`src/rtl/core/sbq_pkg.sv`:
```
// Shared widths, step and register codes, and control/coefficient structs
// for the stereo biquad filter. No dependencies.
package sbq_pkg;

	// Field and state widths
	localparam int COEF_W   = 24;
	localparam int A0_W     = COEF_W - 1;
	localparam int SMP_W    = 16;
	localparam int STATE_W  = 48;
	localparam int FRAC_W   = 16;
	localparam int HALF_W   = STATE_W / 2;
	localparam int OPB_W    = HALF_W + 1;
	localparam int PROD_W   = COEF_W + OPB_W;
	localparam int OUTM_W   = STATE_W - FRAC_W;

	// Numerator accumulator and divider geometry
	localparam int ACC_W      = 74;
	localparam int MAG_W      = ACC_W - 1;
	localparam int QUO_W      = 52;
	localparam int TOP_W      = MAG_W - QUO_W;
	localparam int RADIX_BITS = 4;
	localparam int DIV_STEPS  = QUO_W / RADIX_BITS;
	localparam int CNT_W      = $clog2(DIV_STEPS);

	// Output clamp limits
	localparam logic [OUTM_W-1:0] OUT_POS_MAX = OUTM_W'(32767);
	localparam logic [OUTM_W-1:0] OUT_NEG_MAG = OUTM_W'(32768);

	// Multiply step codes
	localparam int STEP_W = 3;
	localparam logic [STEP_W-1:0] STEP_B0    = 3'd0;
	localparam logic [STEP_W-1:0] STEP_B2    = 3'd1;
	localparam logic [STEP_W-1:0] STEP_A1_LO = 3'd2;
	localparam logic [STEP_W-1:0] STEP_A1_HI = 3'd3;
	localparam logic [STEP_W-1:0] STEP_A2_LO = 3'd4;
	localparam logic [STEP_W-1:0] STEP_A2_HI = 3'd5;
	localparam logic [STEP_W-1:0] STEP_LAST  = STEP_A2_HI;

	// Register indexes
	localparam int IDX_W = 3;
	localparam logic [IDX_W-1:0] REG_A0 = 3'd0;
	localparam logic [IDX_W-1:0] REG_A1 = 3'd1;
	localparam logic [IDX_W-1:0] REG_A2 = 3'd2;
	localparam logic [IDX_W-1:0] REG_B0 = 3'd3;
	localparam logic [IDX_W-1:0] REG_B2 = 3'd4;

	localparam logic [A0_W-1:0] A0_RESET = A0_W'(1048576);

	typedef struct packed {
		logic [A0_W-1:0]          a0;
		logic signed [COEF_W-1:0] a1;
		logic signed [COEF_W-1:0] a2;
		logic signed [COEF_W-1:0] b0;
		logic signed [COEF_W-1:0] b2;
	} sbq_coef_t;

	typedef struct packed {
		logic              load;
		logic              clr;
		logic              mul_en;
		logic [STEP_W-1:0] step;
		logic              chk;
		logic              div_en;
		logic              wb;
		logic              ch;
	} sbq_ctl_t;

endpackage

```
`src/rtl/core/sbq_datapath.sv`:
```
// Shared multiplier, numerator accumulator, radix-16 divider and per-channel
// history for the stereo biquad. Depends on sbq_pkg.
module sbq_datapath import sbq_pkg::*; (
	input  logic                     clk,
	input  logic                     arst_n,
	input  sbq_ctl_t                 ctl,
	input  sbq_coef_t                coef,
	input  logic signed [SMP_W-1:0]  left_sample,
	input  logic signed [SMP_W-1:0]  right_sample,
	output logic signed [SMP_W-1:0]  left_res,
	output logic signed [SMP_W-1:0]  right_res
);

	logic signed [SMP_W-1:0]   smp_q [2];
	logic signed [SMP_W-1:0]   xh_q  [2][2];
	logic signed [STATE_W-1:0] yh_q  [2][2];
	logic signed [SMP_W-1:0]   res_q [2];

	logic signed [COEF_W-1:0]  op_a;
	logic signed [OPB_W-1:0]   op_b;
	logic signed [PROD_W-1:0]  prod;
	logic signed [PROD_W-1:0]  prod_s1;
	logic [STEP_W-1:0]         prod_step_s1;
	logic                      prod_vld_s1;

	logic signed [ACC_W-1:0]   acc_q;
	logic signed [ACC_W-1:0]   prod_ext;
	logic signed [ACC_W-1:0]   term;
	logic                      sub;

	logic [ACC_W-1:0]          acc_abs;
	logic [A0_W-1:0]           dvs;
	logic                      ovf_c;
	logic [QUO_W-1:0]          shreg_q;
	logic [A0_W-1:0]           rem_q;
	logic                      neg_q;
	logic                      ovf_q;
	logic [A0_W:0]             trial;
	logic [A0_W-1:0]           rem_nx;
	logic [QUO_W-1:0]          sh_nx;
	logic                      qbit;

	logic [QUO_W-1:0]          lim;
	logic                      sat;
	logic [STATE_W-1:0]        mag;
	logic [STATE_W-1:0]        y_new;
	logic [OUTM_W-1:0]         outm;
	logic signed [SMP_W-1:0]   res_c;

	// operand select for the shared multiplier
	always_comb begin
		op_a = '0;
		op_b = '0;
		case (ctl.step)
			STEP_B0: begin
				op_a = coef.b0;
				op_b = {{(OPB_W-SMP_W){smp_q[ctl.ch][SMP_W-1]}}, smp_q[ctl.ch]};
			end
			STEP_B2: begin
				op_a = coef.b2;
				op_b = {{(OPB_W-SMP_W){xh_q[ctl.ch][1][SMP_W-1]}}, xh_q[ctl.ch][1]};
			end
			STEP_A1_LO: begin
				op_a = coef.a1;
				op_b = {1'b0, yh_q[ctl.ch][0][HALF_W-1:0]};
			end
			STEP_A1_HI: begin
				op_a = coef.a1;
				op_b = {yh_q[ctl.ch][0][STATE_W-1], yh_q[ctl.ch][0][STATE_W-1:HALF_W]};
			end
			STEP_A2_LO: begin
				op_a = coef.a2;
				op_b = {1'b0, yh_q[ctl.ch][1][HALF_W-1:0]};
			end
			STEP_A2_HI: begin
				op_a = coef.a2;
				op_b = {yh_q[ctl.ch][1][STATE_W-1], yh_q[ctl.ch][1][STATE_W-1:HALF_W]};
			end
			default: begin
				op_a = '0;
				op_b = '0;
			end
		endcase
	end

	assign prod = op_a * op_b;

	// product register
	always_ff @(posedge clk or negedge arst_n) begin
		if (!arst_n) begin
			prod_vld_s1 <= 1'b0;
		end else begin
			prod_vld_s1 <= ctl.mul_en;
		end
	end

	always_ff @(posedge clk) begin
		prod_s1      <= prod;
		prod_step_s1 <= ctl.step;
	end

	// align the product to 36 fraction bits and pick add or subtract
	assign prod_ext = {{(ACC_W-PROD_W){prod_s1[PROD_W-1]}}, prod_s1};

	always_comb begin
		term = prod_ext;
		sub  = 1'b0;
		case (prod_step_s1) inside
			STEP_B0, STEP_B2: begin
				term = prod_ext <<< FRAC_W;
			end
			STEP_A1_HI, STEP_A2_HI: begin
				term = prod_ext <<< HALF_W;
				sub  = 1'b1;
			end
			STEP_A1_LO, STEP_A2_LO: begin
				sub  = 1'b1;
			end
			default: begin
				term = prod_ext;
			end
		endcase
	end

	always_ff @(posedge clk) begin
		if (ctl.clr) begin
			acc_q <= '0;
		end else if (prod_vld_s1) begin
			acc_q <= sub ? acc_q - term : acc_q + term;
		end
	end

	// magnitude, divisor and early overflow test
	assign acc_abs = acc_q[ACC_W-1] ? ACC_W'(-acc_q) : acc_q;
	assign dvs     = (coef.a0 == '0) ? A0_W'(1) : coef.a0;
	assign ovf_c   = {{(A0_W-TOP_W){1'b0}}, acc_abs[MAG_W-1:QUO_W]} >= dvs;

	// four restoring division steps per cycle
	always_comb begin
		rem_nx = rem_q;
		sh_nx  = shreg_q;
		trial  = '0;
		qbit   = 1'b0;
		for (int i = 0; i < RADIX_BITS; i++) begin
			trial = {rem_nx, sh_nx[QUO_W-1]};
			if (trial >= {1'b0, dvs}) begin
				rem_nx = A0_W'(trial - {1'b0, dvs});
				qbit   = 1'b1;
			end else begin
				rem_nx = trial[A0_W-1:0];
				qbit   = 1'b0;
			end
			sh_nx = {sh_nx[QUO_W-2:0], qbit};
		end
	end

	always_ff @(posedge clk) begin
		if (ctl.chk) begin
			neg_q   <= acc_q[ACC_W-1];
			ovf_q   <= ovf_c;
			shreg_q <= acc_abs[QUO_W-1:0];
			rem_q   <= ovf_c ? '0 : {{(A0_W-TOP_W){1'b0}}, acc_abs[MAG_W-1:QUO_W]};
		end else if (ctl.div_en) begin
			shreg_q <= sh_nx;
			rem_q   <= rem_nx;
		end
	end

	// state saturation, sign restore and output clamp
	always_comb begin
		lim   = {{(QUO_W-STATE_W+1){1'b0}}, {(STATE_W-1){1'b1}}} + QUO_W'(neg_q);
		sat   = ovf_q || (shreg_q > lim);
		mag   = sat ? lim[STATE_W-1:0] : shreg_q[STATE_W-1:0];
		y_new = neg_q ? STATE_W'(-mag) : mag;
		outm  = mag[STATE_W-1:FRAC_W];
		if (neg_q) begin
			if (outm > OUT_NEG_MAG) begin
				outm = OUT_NEG_MAG;
			end
			res_c = SMP_W'(-outm);
		end else begin
			if (outm > OUT_POS_MAX) begin
				outm = OUT_POS_MAX;
			end
			res_c = outm[SMP_W-1:0];
		end
	end

	// sample capture and result words
	always_ff @(posedge clk) begin
		if (ctl.load) begin
			smp_q[0] <= left_sample;
			smp_q[1] <= right_sample;
		end
		if (ctl.wb) begin
			res_q[ctl.ch] <= res_c;
		end
	end

	// filter history
	always_ff @(posedge clk or negedge arst_n) begin
		if (!arst_n) begin
			for (int c = 0; c < 2; c++) begin
				xh_q[c][0] <= '0;
				xh_q[c][1] <= '0;
				yh_q[c][0] <= '0;
				yh_q[c][1] <= '0;
			end
		end else if (ctl.wb) begin
			xh_q[ctl.ch][1] <= xh_q[ctl.ch][0];
			xh_q[ctl.ch][0] <= smp_q[ctl.ch];
			yh_q[ctl.ch][1] <= yh_q[ctl.ch][0];
			yh_q[ctl.ch][0] <= y_new;
		end
	end

	assign left_res  = res_q[0];
	assign right_res = res_q[1];

endmodule

```
`src/rtl/core/sbq_seq.sv`:
```
// Sequencer for the stereo biquad: multiply, accumulate, check, divide and
// write-back steps per channel, then the output hand-over. Depends on sbq_pkg.
module sbq_seq import sbq_pkg::*; (
	input  logic     clk,
	input  logic     arst_n,
	input  logic     in_valid,
	input  logic     out_free,
	output logic     in_ready,
	output logic     out_load,
	output sbq_ctl_t ctl
);

	localparam logic [2:0] S_IDLE = 3'd0;
	localparam logic [2:0] S_MUL  = 3'd1;
	localparam logic [2:0] S_ACC  = 3'd2;
	localparam logic [2:0] S_CHK  = 3'd3;
	localparam logic [2:0] S_DIV  = 3'd4;
	localparam logic [2:0] S_WB   = 3'd5;
	localparam logic [2:0] S_PUT  = 3'd6;

	logic [2:0]       state_q;
	logic [CNT_W-1:0] cnt_q;
	logic             ch_q;

	// state register
	always_ff @(posedge clk or negedge arst_n) begin
		if (!arst_n) begin
			state_q <= S_IDLE;
			cnt_q   <= '0;
			ch_q    <= 1'b0;
		end else begin
			unique case (state_q)
				S_IDLE: begin
					if (in_valid) begin
						state_q <= S_MUL;
						cnt_q   <= '0;
						ch_q    <= 1'b0;
					end
				end
				S_MUL: begin
					if (cnt_q == CNT_W'(STEP_LAST)) begin
						state_q <= S_ACC;
					end else begin
						cnt_q <= cnt_q + 1'b1;
					end
				end
				S_ACC: begin
					state_q <= S_CHK;
				end
				S_CHK: begin
					state_q <= S_DIV;
					cnt_q   <= '0;
				end
				S_DIV: begin
					if (cnt_q == CNT_W'(DIV_STEPS - 1)) begin
						state_q <= S_WB;
					end else begin
						cnt_q <= cnt_q + 1'b1;
					end
				end
				S_WB: begin
					if (!ch_q) begin
						state_q <= S_MUL;
						cnt_q   <= '0;
						ch_q    <= 1'b1;
					end else begin
						state_q <= S_PUT;
					end
				end
				S_PUT: begin
					if (out_free) begin
						state_q <= S_IDLE;
					end
				end
				default: begin
					state_q <= S_IDLE;
				end
			endcase
		end
	end

	// control word to the datapath
	assign in_ready   = (state_q == S_IDLE);
	assign out_load   = (state_q == S_PUT) && out_free;
	assign ctl.load   = in_ready && in_valid;
	assign ctl.clr    = in_ready || (state_q == S_WB);
	assign ctl.mul_en = (state_q == S_MUL);
	assign ctl.step   = cnt_q[STEP_W-1:0];
	assign ctl.chk    = (state_q == S_CHK);
	assign ctl.div_en = (state_q == S_DIV);
	assign ctl.wb     = (state_q == S_WB);
	assign ctl.ch     = ch_q;

endmodule

```
`src/rtl/core/stereo_biquad_audio_filter_top.sv`:
```
// Top level of the stereo biquad filter: coefficient registers, output word
// register, sequencer and datapath. Depends on sbq_pkg, sbq_seq, sbq_datapath.
//
//   channel  | handshake            | payload
//   ---------+----------------------+-------------------------------------------
//   input    | in_valid / in_ready  | left_sample, right_sample, packet_end
//   output   | out_valid / out_ready| left_out, right_out, packet_end_out
//   config   | cfg_we               | cfg_index, cfg_data
//
// in_ready stays low from a taken frame until its word is handed over, so a new
// frame is not taken while the last one is still being filtered. Per channel:
// six passes through the shared 24x25 multiplier, one accumulate drain, one
// magnitude/overflow check, thirteen radix-16 divider steps and one write-back;
// then the word is handed over. The divider loop takes the longest per channel.
// Reset clears the history, the sequencer and the output valid; a0 resets to 1.0.
// A stalled output word holds while the next frame is already being filtered;
// the finished frame waits in the sequencer until the output register frees.
module stereo_biquad_audio_filter_top import sbq_pkg::*; (
	input  logic                    clk,
	input  logic                    arst_n,
	input  logic                    in_valid,
	output logic                    in_ready,
	input  logic signed [SMP_W-1:0] left_sample,
	input  logic signed [SMP_W-1:0] right_sample,
	input  logic                    packet_end,
	output logic                    out_valid,
	input  logic                    out_ready,
	output logic signed [SMP_W-1:0] left_out,
	output logic signed [SMP_W-1:0] right_out,
	output logic                    packet_end_out,
	input  logic                    cfg_we,
	input  logic [IDX_W-1:0]        cfg_index,
	input  logic [COEF_W-1:0]       cfg_data
);

	sbq_coef_t               coef_q;
	sbq_ctl_t                ctl;
	logic                    out_load;
	logic                    out_free;
	logic                    out_valid_q;
	logic signed [SMP_W-1:0] left_out_q;
	logic signed [SMP_W-1:0] right_out_q;
	logic                    pe_out_q;
	logic                    pe_q;
	logic signed [SMP_W-1:0] left_res;
	logic signed [SMP_W-1:0] right_res;

	// coefficient registers
	always_ff @(posedge clk or negedge arst_n) begin
		if (!arst_n) begin
			coef_q.a0 <= A0_RESET;
			coef_q.a1 <= '0;
			coef_q.a2 <= '0;
			coef_q.b0 <= '0;
			coef_q.b2 <= '0;
		end else if (cfg_we) begin
			unique case (cfg_index)
				REG_A0:  coef_q.a0 <= cfg_data[A0_W-1:0];
				REG_A1:  coef_q.a1 <= cfg_data;
				REG_A2:  coef_q.a2 <= cfg_data;
				REG_B0:  coef_q.b0 <= cfg_data;
				REG_B2:  coef_q.b2 <= cfg_data;
				default: ;
			endcase
		end
	end

	// packet end mark rides along with the frame
	always_ff @(posedge clk) begin
		if (ctl.load) begin
			pe_q <= packet_end;
		end
	end

	sbq_seq u_seq (
		.clk      (clk),
		.arst_n   (arst_n),
		.in_valid (in_valid),
		.out_free (out_free),
		.in_ready (in_ready),
		.out_load (out_load),
		.ctl      (ctl)
	);

	sbq_datapath u_dp (
		.clk          (clk),
		.arst_n       (arst_n),
		.ctl          (ctl),
		.coef         (coef_q),
		.left_sample  (left_sample),
		.right_sample (right_sample),
		.left_res     (left_res),
		.right_res    (right_res)
	);

	// output word register
	assign out_free = !out_valid_q || out_ready;

	always_ff @(posedge clk or negedge arst_n) begin
		if (!arst_n) begin
			out_valid_q <= 1'b0;
		end else if (out_load) begin
			out_valid_q <= 1'b1;
		end else if (out_ready) begin
			out_valid_q <= 1'b0;
		end
	end

	always_ff @(posedge clk) begin
		if (out_load) begin
			left_out_q  <= left_res;
			right_out_q <= right_res;
			pe_out_q    <= pe_q;
		end
	end

	assign out_valid      = out_valid_q;
	assign left_out       = left_out_q;
	assign right_out      = right_out_q;
	assign packet_end_out = pe_out_q;

endmodule

```
`config.mk`:
```
export PLATFORM = sky130hd
export DESIGN_NAME = stereo_biquad_audio_filter_top
export DESIGN_NICKNAME = d
export VERILOG_FILES = /design/src/rtl/core/sbq_pkg.sv /design/src/rtl/core/sbq_datapath.sv /design/src/rtl/core/sbq_seq.sv /design/src/rtl/core/stereo_biquad_audio_filter_top.sv
export SDC_FILE = /design/constraint.sdc
export NUM_CORES = 2
export LEC_CHECK = 0
export BUFFER_PORTS_ARGS = -buffer_cell sky130_fd_sc_hd__buf_2
export CAP_MARGIN = 10
export CELL_PAD_IN_SITES_DETAIL_PLACEMENT = 1
export CELL_PAD_IN_SITES_GLOBAL_PLACEMENT = 2
export CORE_ASPECT_RATIO = 1.4
export CORE_MARGIN = 1
export CORE_UTILIZATION = 45
export DETAILED_ROUTE_END_ITERATION = 12
export GPL_TIMING_DRIVEN = 0
export HOLD_SLACK_MARGIN = 0.06
export PLACE_DENSITY = 0.95
export SYNTH_ARGS = -nofsm -noshare
export SYNTH_HDL_FRONTEND = slang
export SYNTH_HIERARCHICAL = 1
export SYNTH_SLANG_ARGS = --single-unit
```
`constraint.sdc`:
```
create_clock -name clk -period 30.2 [get_ports clk]
set_input_delay 1.51 -clock clk [delete_from_list [all_inputs] [get_ports clk]]
set_output_delay 1.51 -clock clk [all_outputs]
set_load 0.02 [all_outputs]
```
Word level (Yosys, flattened, before mapping):

Memories as Yosys holds them, arrays and structs flattened. A register that Yosys moved wholly into a read port is not among the register bits.
Cells that the tools add are included.

* register bits after elaboration: 590
* RAM bits: 64
* bits of input ports: 65
* output and inout port bits: 35
* logic and storage cells: 176
* memories kept: 2

* $add $sub $neg: 11
* multiply operators: 1
* $lt $le $gt $ge: 10
* eq/ne operators: 29
* multiplexer cells: 66
* bitwise logic cells: 1
* reductions and logical operators: 29

Memories
* u_dp.res_q: words 2, width 16, read ports 2, clocked after Yosys merged registers in 2, write ports 1, RTL line sbq_datapath.sv:17 `logic signed [SMP_W-1:0] res_q [2];`
* u_dp.smp_q: words 2, width 16, read ports 1, clocked after Yosys merged registers in 0, write ports 2, RTL line sbq_datapath.sv:14 `logic signed [SMP_W-1:0] smp_q [2];`

Operator list (count)
* $bwmux W192: 2
* $mux W96: 4
* $demux W96 S1: 2
* $mux W23: 7
* $pmux W25 S6: 1
* $mux W48: 3
* $mux W72: 2
* $bwmux W64: 2
* $mux W32: 4
* $mux W52: 2
* $ge A24 B23 Y1: 4
* $pmux W24 S4: 1
* $sub A23 B23 Y23: 4
* $mux W16: 5
* $add A74 B73 Y74: 1
* $mux W74: 1
* $sub A74 B73 Y74: 1
* $mux W73: 1
* $neg A73 Y73: 1
* $demux W32 S1: 2
* $gt A52 B52 Y1: 1
* $mul A24 B25 Y49: 1
* $add A47 B1 Y48 const A: 1
* $neg A48 Y48: 1
* other kinds (33): 93

Depth between registers and ports, before layout:

* word-level depth: 12
* mapped depth: 54
* mapped depth without buffers: 48

By module:

The synthesis kept the hierarchy.

Modules (own cells, without submodules)
* sbq_datapath: times used 1, cells an instance 7188, area an instance 60407.9 um^2, seq. area each 13187.6 um^2
* stereo_biquad_audio_filter_top: times used 1, cells an instance 293, area an instance 5858.1 um^2, seq. area each 4025.1 um^2
* sbq_seq: times used 1, cells an instance 72, area an instance 623.1 um^2, seq. area each 200.2 um^2

Worst setup path after synthesis:

No wires, ideal clock.

* path type: flip-flop to flip-flop
* start point: register coef_q[110] (netlist bit)
* end point: register u_dp.rem_q[18] (data pin)
* library setup time: 0.261 ns
* arrival: 10.350 ns
* required time: 29.939 ns
* slack: 19.589 ns
* stages on the path, launching flop included: 50
* path buffers: 8
* period minus slack after synthesis: 10.611 ns
* path through: dfrtp_1 > nor4_1 > nand4_1 > o21bai_1 > ha_1 > inv_1 > fa_1 > a211oi_1 > o21ai_1 > nand3_1 > a31o_2 > buf_2 > buf_1 > o21ai_0 > ha_1 > o21a_1 > o31a_1 > o21ai_0 > [14 not listed] > and3_1 > buf_2 > a21oi_4 > buf_2 > mux2_2 > ha_1 > a21o_1 > a21o_1 > a21o_1 > a221oi_1 > nor2_1 > a21oi_1 > o31a_1 > o211ai_1 > a2111oi_4 > buf_2 > nor2_1 > a221o_1

* word-level cells in the longest chain between the ends: 12
* elaborated cells on any way between the ends: 18
* those cells by class: add/sub: 4; order compare: 5; mux: 8; reduce/logical: 1

Ends and longest elaborated chain
* start: declaration: RTL line stereo_biquad_audio_filter_top.sv:36 `sbq_coef_t coef_q;`
* $logic_not A23 Y1: RTL line sbq_datapath.sv:135 `assign dvs = (coef.a0 == '0) ? A0_W'(1) : coef.a0;`
* $mux W23 (*): RTL line sbq_datapath.sv:135
* $sub A23 B23 Y23 or $ge A24 B23 Y1 (tied branches): RTL line sbq_datapath.sv:147, sbq_datapath.sv:146
* $mux W23: RTL line sbq_datapath.sv:146 `if (trial >= {1'b0, dvs}) begin`
* $sub A23 B23 Y23 or $ge A24 B23 Y1 (tied branches): RTL line sbq_datapath.sv:147, sbq_datapath.sv:146
* $mux W23: RTL line sbq_datapath.sv:146
* $sub A23 B23 Y23 or $ge A24 B23 Y1 (tied branches): RTL line sbq_datapath.sv:147, sbq_datapath.sv:146
* $mux W23: RTL line sbq_datapath.sv:146
* $sub A23 B23 Y23 or $ge A24 B23 Y1 (tied branches): RTL line sbq_datapath.sv:147, sbq_datapath.sv:146
* $mux W23: RTL line sbq_datapath.sv:146
* $mux W23: RTL line sbq_datapath.sv:163 `end else if (ctl.div_en) begin`
* $mux W23 (*): RTL line sbq_datapath.sv:158 `if (ctl.chk) begin`
* end signal: assignment: RTL line sbq_datapath.sv:162 `rem_q <= ovf_c ? '0 : {{(A0_W-TOP_W){1'b0}}, acc_abs[MAG_W-1:QUO_W]};`
* end signal: assignment: RTL line sbq_datapath.sv:165 `rem_q <= rem_nx;`
* end: declaration: RTL line sbq_datapath.sv:35 `logic [A0_W-1:0] rem_q;`

Mark *: on every way between the ends. The rest lies on a longest branch, timed or not. The select of a mux whose other input is x is not followed.
A chain may end at the register's enable or synchronous reset.

Worst setup path after layout:

* start point: register coef_q[103] (netlist bit)
* end point: register u_dp.rem_q[2] (data pin)

* word-level cells in the longest chain between the ends: 12
* elaborated cells on any way between the ends: 18
* those cells by class: add/sub: 4; order compare: 5; mux: 8; reduce/logical: 1

Ends and longest elaborated chain (RTL line)
* $logic_not A23 Y1: sbq_datapath.sv:135
* $mux W23 (*): sbq_datapath.sv:135
* $sub A23 B23 Y23 or $ge A24 B23 Y1 (tied branches): sbq_datapath.sv:147, sbq_datapath.sv:146
* $mux W23: sbq_datapath.sv:146
* $sub A23 B23 Y23 or $ge A24 B23 Y1 (tied branches): sbq_datapath.sv:147, sbq_datapath.sv:146
* $mux W23: sbq_datapath.sv:146
* $ge A24 B23 Y1 or $sub A23 B23 Y23 (tied branches): sbq_datapath.sv:146, sbq_datapath.sv:147
* $mux W23: sbq_datapath.sv:146
* $sub A23 B23 Y23 or $ge A24 B23 Y1 (tied branches): sbq_datapath.sv:147, sbq_datapath.sv:146
* $mux W23: sbq_datapath.sv:146
* $mux W23: sbq_datapath.sv:163
* $mux W23 (*): sbq_datapath.sv:158

Marked as above.

==> key figures <==
Outcome
  – Outcome: complete, but fails checks
  – Failing checks: slew limit

Hold path
  – Hold Path Class: register to register
  – Worst min-delay path startpoint: u_dp/res_q[0][4]
  – Worst hold path endpoint: left_out[4]
  – Hold depth: 0

Route
  – Initial DRT Pass Iterations: 8
  – Antenna Nets Post-Route: 0
  – Final WL: 281000 um
  – Remaining DRCs: 0
  – Vias per cell: just over 6
  – Routed len/inst: 28.82 um
  – Via total after detailed routing: approximately 60k
  – DRT iter0 DRCs: 4585

STA
  – Final hold viol count: 0
  – Fmax: 62.19 MHz
  – Shortest period the worst path allows: 16.08 ns
  – Final setup viols: 0
  – Worst-margin pin slew: 1.612 ns
  – Clock Skew: around 0.033 ns
  – Final worst path period share: 0.5325
  – Worst slew margin: -0.07439
  – Setup repair after global routing missed its margin: false
  – Max Slew Vio Count: 7
  – Setup TNS: 0 ns

Placement
  – IO buf count: 99
  – RD Place Congestion: 0.9892
  – DP Wirelength: 224500 um

GRT
  – GRT Total Usage: 0.3708
  – Vias in the first global route: 64.68k
  – First-pass GRT wire length: 414400 um
  – Largest net degree at the start of global routing: 109
  – Grt ovf: 0
  – Initial antenna violation count: 37

Critical path
  – Worst-path maximum fanout: 10
  – Worst r2r dst: u_dp/rem_q[2]
  – CP peak stage delay: 0.71 ns
  – Worst path buffer plus inverter count: 12
  – Critical path's slowest cell: clkbuf_1
  – Reg2reg path depth: 51
  – Crit end category: register
  – Worst r2r src: coef_q[103]
  – Critical Path RT: 30.60 ns
  – Path type of the worst setup path: register to register
  – CP top delay family: compound AO/OA/AOI/OAI gates
  – Crit path launch: coef_q[103]
  – Critical path arrival: 16.48 ns
  – Startpoint Class: register
  – FF-to-FF setup slack: about 14 ns

Clock network
  – Cts hold-fix bufs: 0
  – Clock sink count: 686
  – # resized after CTS: 0
  – Insertion delay to the later sink of the worst-skew pair: 0.69 ns
  – Htree depth: 3
  – Root Driver: clkbuf_16
  – Clock buffer count from CTS: 66
  – CTS tree: yes
  – Post-CTS setup repair buffer count: 0
  – Clock-pin slew on the worst setup and hold paths: 0.07 ns
  – Max Root-Sink Buffers: 3

Synthesis
  – Primary FF master, synth: dfrtp_1
  – Cell count after synthesis: 7553
  – Number of synthesized flops with an enable pin: 175
  – Yosys reg bits: just under 700
  – Synth Warn #: 6
  – Syn_area_per_cell: 8.856 um2
  – Synth Net Count: 8629
  – Register area share after synthesis: 0.2603
  – Yosys cell types: 111
  – Synthesized cell area: 0.06689 mm2
  – Post-synth ARST share: 0.5612

Layout
  – Share of layout cells above drive strength 1: 0.06157
  – Nets: 8820
  – Synthesis-to-layout area growth: 8.460%
  – FILL cells: 17.33k

Floorplan
  – Die area: roughly 0.15 mm2
  – Die width: 327.8 um
  – Starting Density: 0.4528
  – IO Pins: 100
  – Core box area: approximately 0.15 mm2
  – Vert. Die Dim: ~460 um
  – Num rows: 167

Job
  – Max_cap viols: 0
[Yosys cell counts, drive strengths merged (73+ instances only)]
library cell	n	area, um2
a21o	117	878.3
a21oi	406	2051
and2	85	534.3
buf	79	488.0
clkbuf	332	1246
dfrtp	384	9609
dfxtp	126	2522
edfxtp	175	5255
fa	635	12710
ha	376	4705
inv	790	2965
mux2	147	1884
mux2i	172	1722
nand2	1329	4989
nand3	74	370.4
nor2	477	1790
nor2b	87	544.3
nor3	81	415.4
o21ai	409	2051
o22ai	73	462.9
xnor2	174	1524
xor2	146	1279
[kinds of logic after synthesis]
group / after synthesis / synth area share
AOI/OAI and AO/OA: 1550 / 0.1484
buffers and inverters: 1203 / 0.07050
DFF: 686 / 0.2603
muxes: 322 / 0.05492
adders and majority gates: 1011 / 0.2604
xor gates and xnor gates: 320 / 0.04190
and+or+nand+nor: 2461 / 0.1635
[cells in the final DEF, fill, tap and decap left out, drive strengths merged, types with 146 or more instances in the layout]
cell type	n
a21oi	406
buf	202
clkbuf	421
dfrtp	384
edfxtp	175
fa	635
ha	376
inv	793
mux2	147
mux2i	172
nand2	1329
nor2	477
o21ai	409
xnor2	174
xor2	146
[worst max path at each step]
stage,endpoint,slack [ns],cells after the start
after floorplan,u_dp/rem_q[18],19.59,49
after global placement,u_dp/rem_q[2],14.45,50
after detailed placement,u_dp/rem_q[2],14.36,51
after CTS,u_dp/rem_q[2],14.22,51
after global routing,u_dp/rem_q[2],13.46,51
final,u_dp/rem_q[2],14.12,51
[registers in the layout, summed over array words and instances (netlist names), 3 cells and up]
register           cells
u_dp/yh_q            192
u_dp/shreg_q          52
u_seq/state_q          3
u_dp/xh_q             64
u_dp/rem_q            23
left_out              16
right_out             16
u_dp/res_q            32
u_dp/prod_step_s1      3
u_dp/prod_s1          49
u_dp/smp_q            32
coef_q               119
u_dp/acc_q            74
u_seq/cnt_q            4
[metal layers]
| metal | part of all wire | vias to the layer above | GRT usage |
|---|---|---|---|
| met5 | 0.00086 | - | 0 |
| met4 | 0.088 | 36 | 0.2792 |
| li1 | - | 25803 | - |
| met2 | 0.48 | 2583 | 0.6291 |
| met3 | 0.069 | 1054 | 0.07101 |
| met1 | 0.36 | 30674 | 0.4101 |
[layout make-up]
cell class | instances | area (um2) | share of cell area
timing repair buffer | 123 | 833.3 | 0.01149
sequential | 686 | 17410 | 0.2400
clock buffer | 89 | 1903 | 0.02623
antenna | 12 | 30.03 | 0.0004139
clock inverter | 31 | 439.2 | 0.006053
inverter | 791 | 2969 | 0.04093
multi-input combinational | 5664 | 44780 | 0.6172
tap | 1943 | 2431 | 0.03351
buffer | 412 | 1749 | 0.02411
[worst reg2reg max path, delay by kind of cell (launching register included)]
family                     cells  cell delay [ns]
DFF                            1             0.49
muxes                          1             0.40
buffers and inverters         12             4.07
adders and majority gates      5             1.85
AOI/OAI and AO/OA             28             7.90
and+or+nand+nor                5             1.05
[stage by stage]
step	hold slack, ns	setup WS [ns]	instance area [um2]	cells	utilization
4_1_cts	0.4181	14.22	72490	9736	0.4907
3_3_place_gp	0.4003	14.45	69820	9595	0.4726
3_5_place_dp	0.4052	14.36	70150	9616	0.4749
5_1_grt	0.4275	13.46	72530	9742	0.4909
2_1_floorplan	0.4003	19.59	66890	7553	-
6_report	0.4132	14.12	72550	9751	0.4911
Power is not shown: default switching activity piles up to over one toggle a cycle in this logic, so the estimate is an artifact.
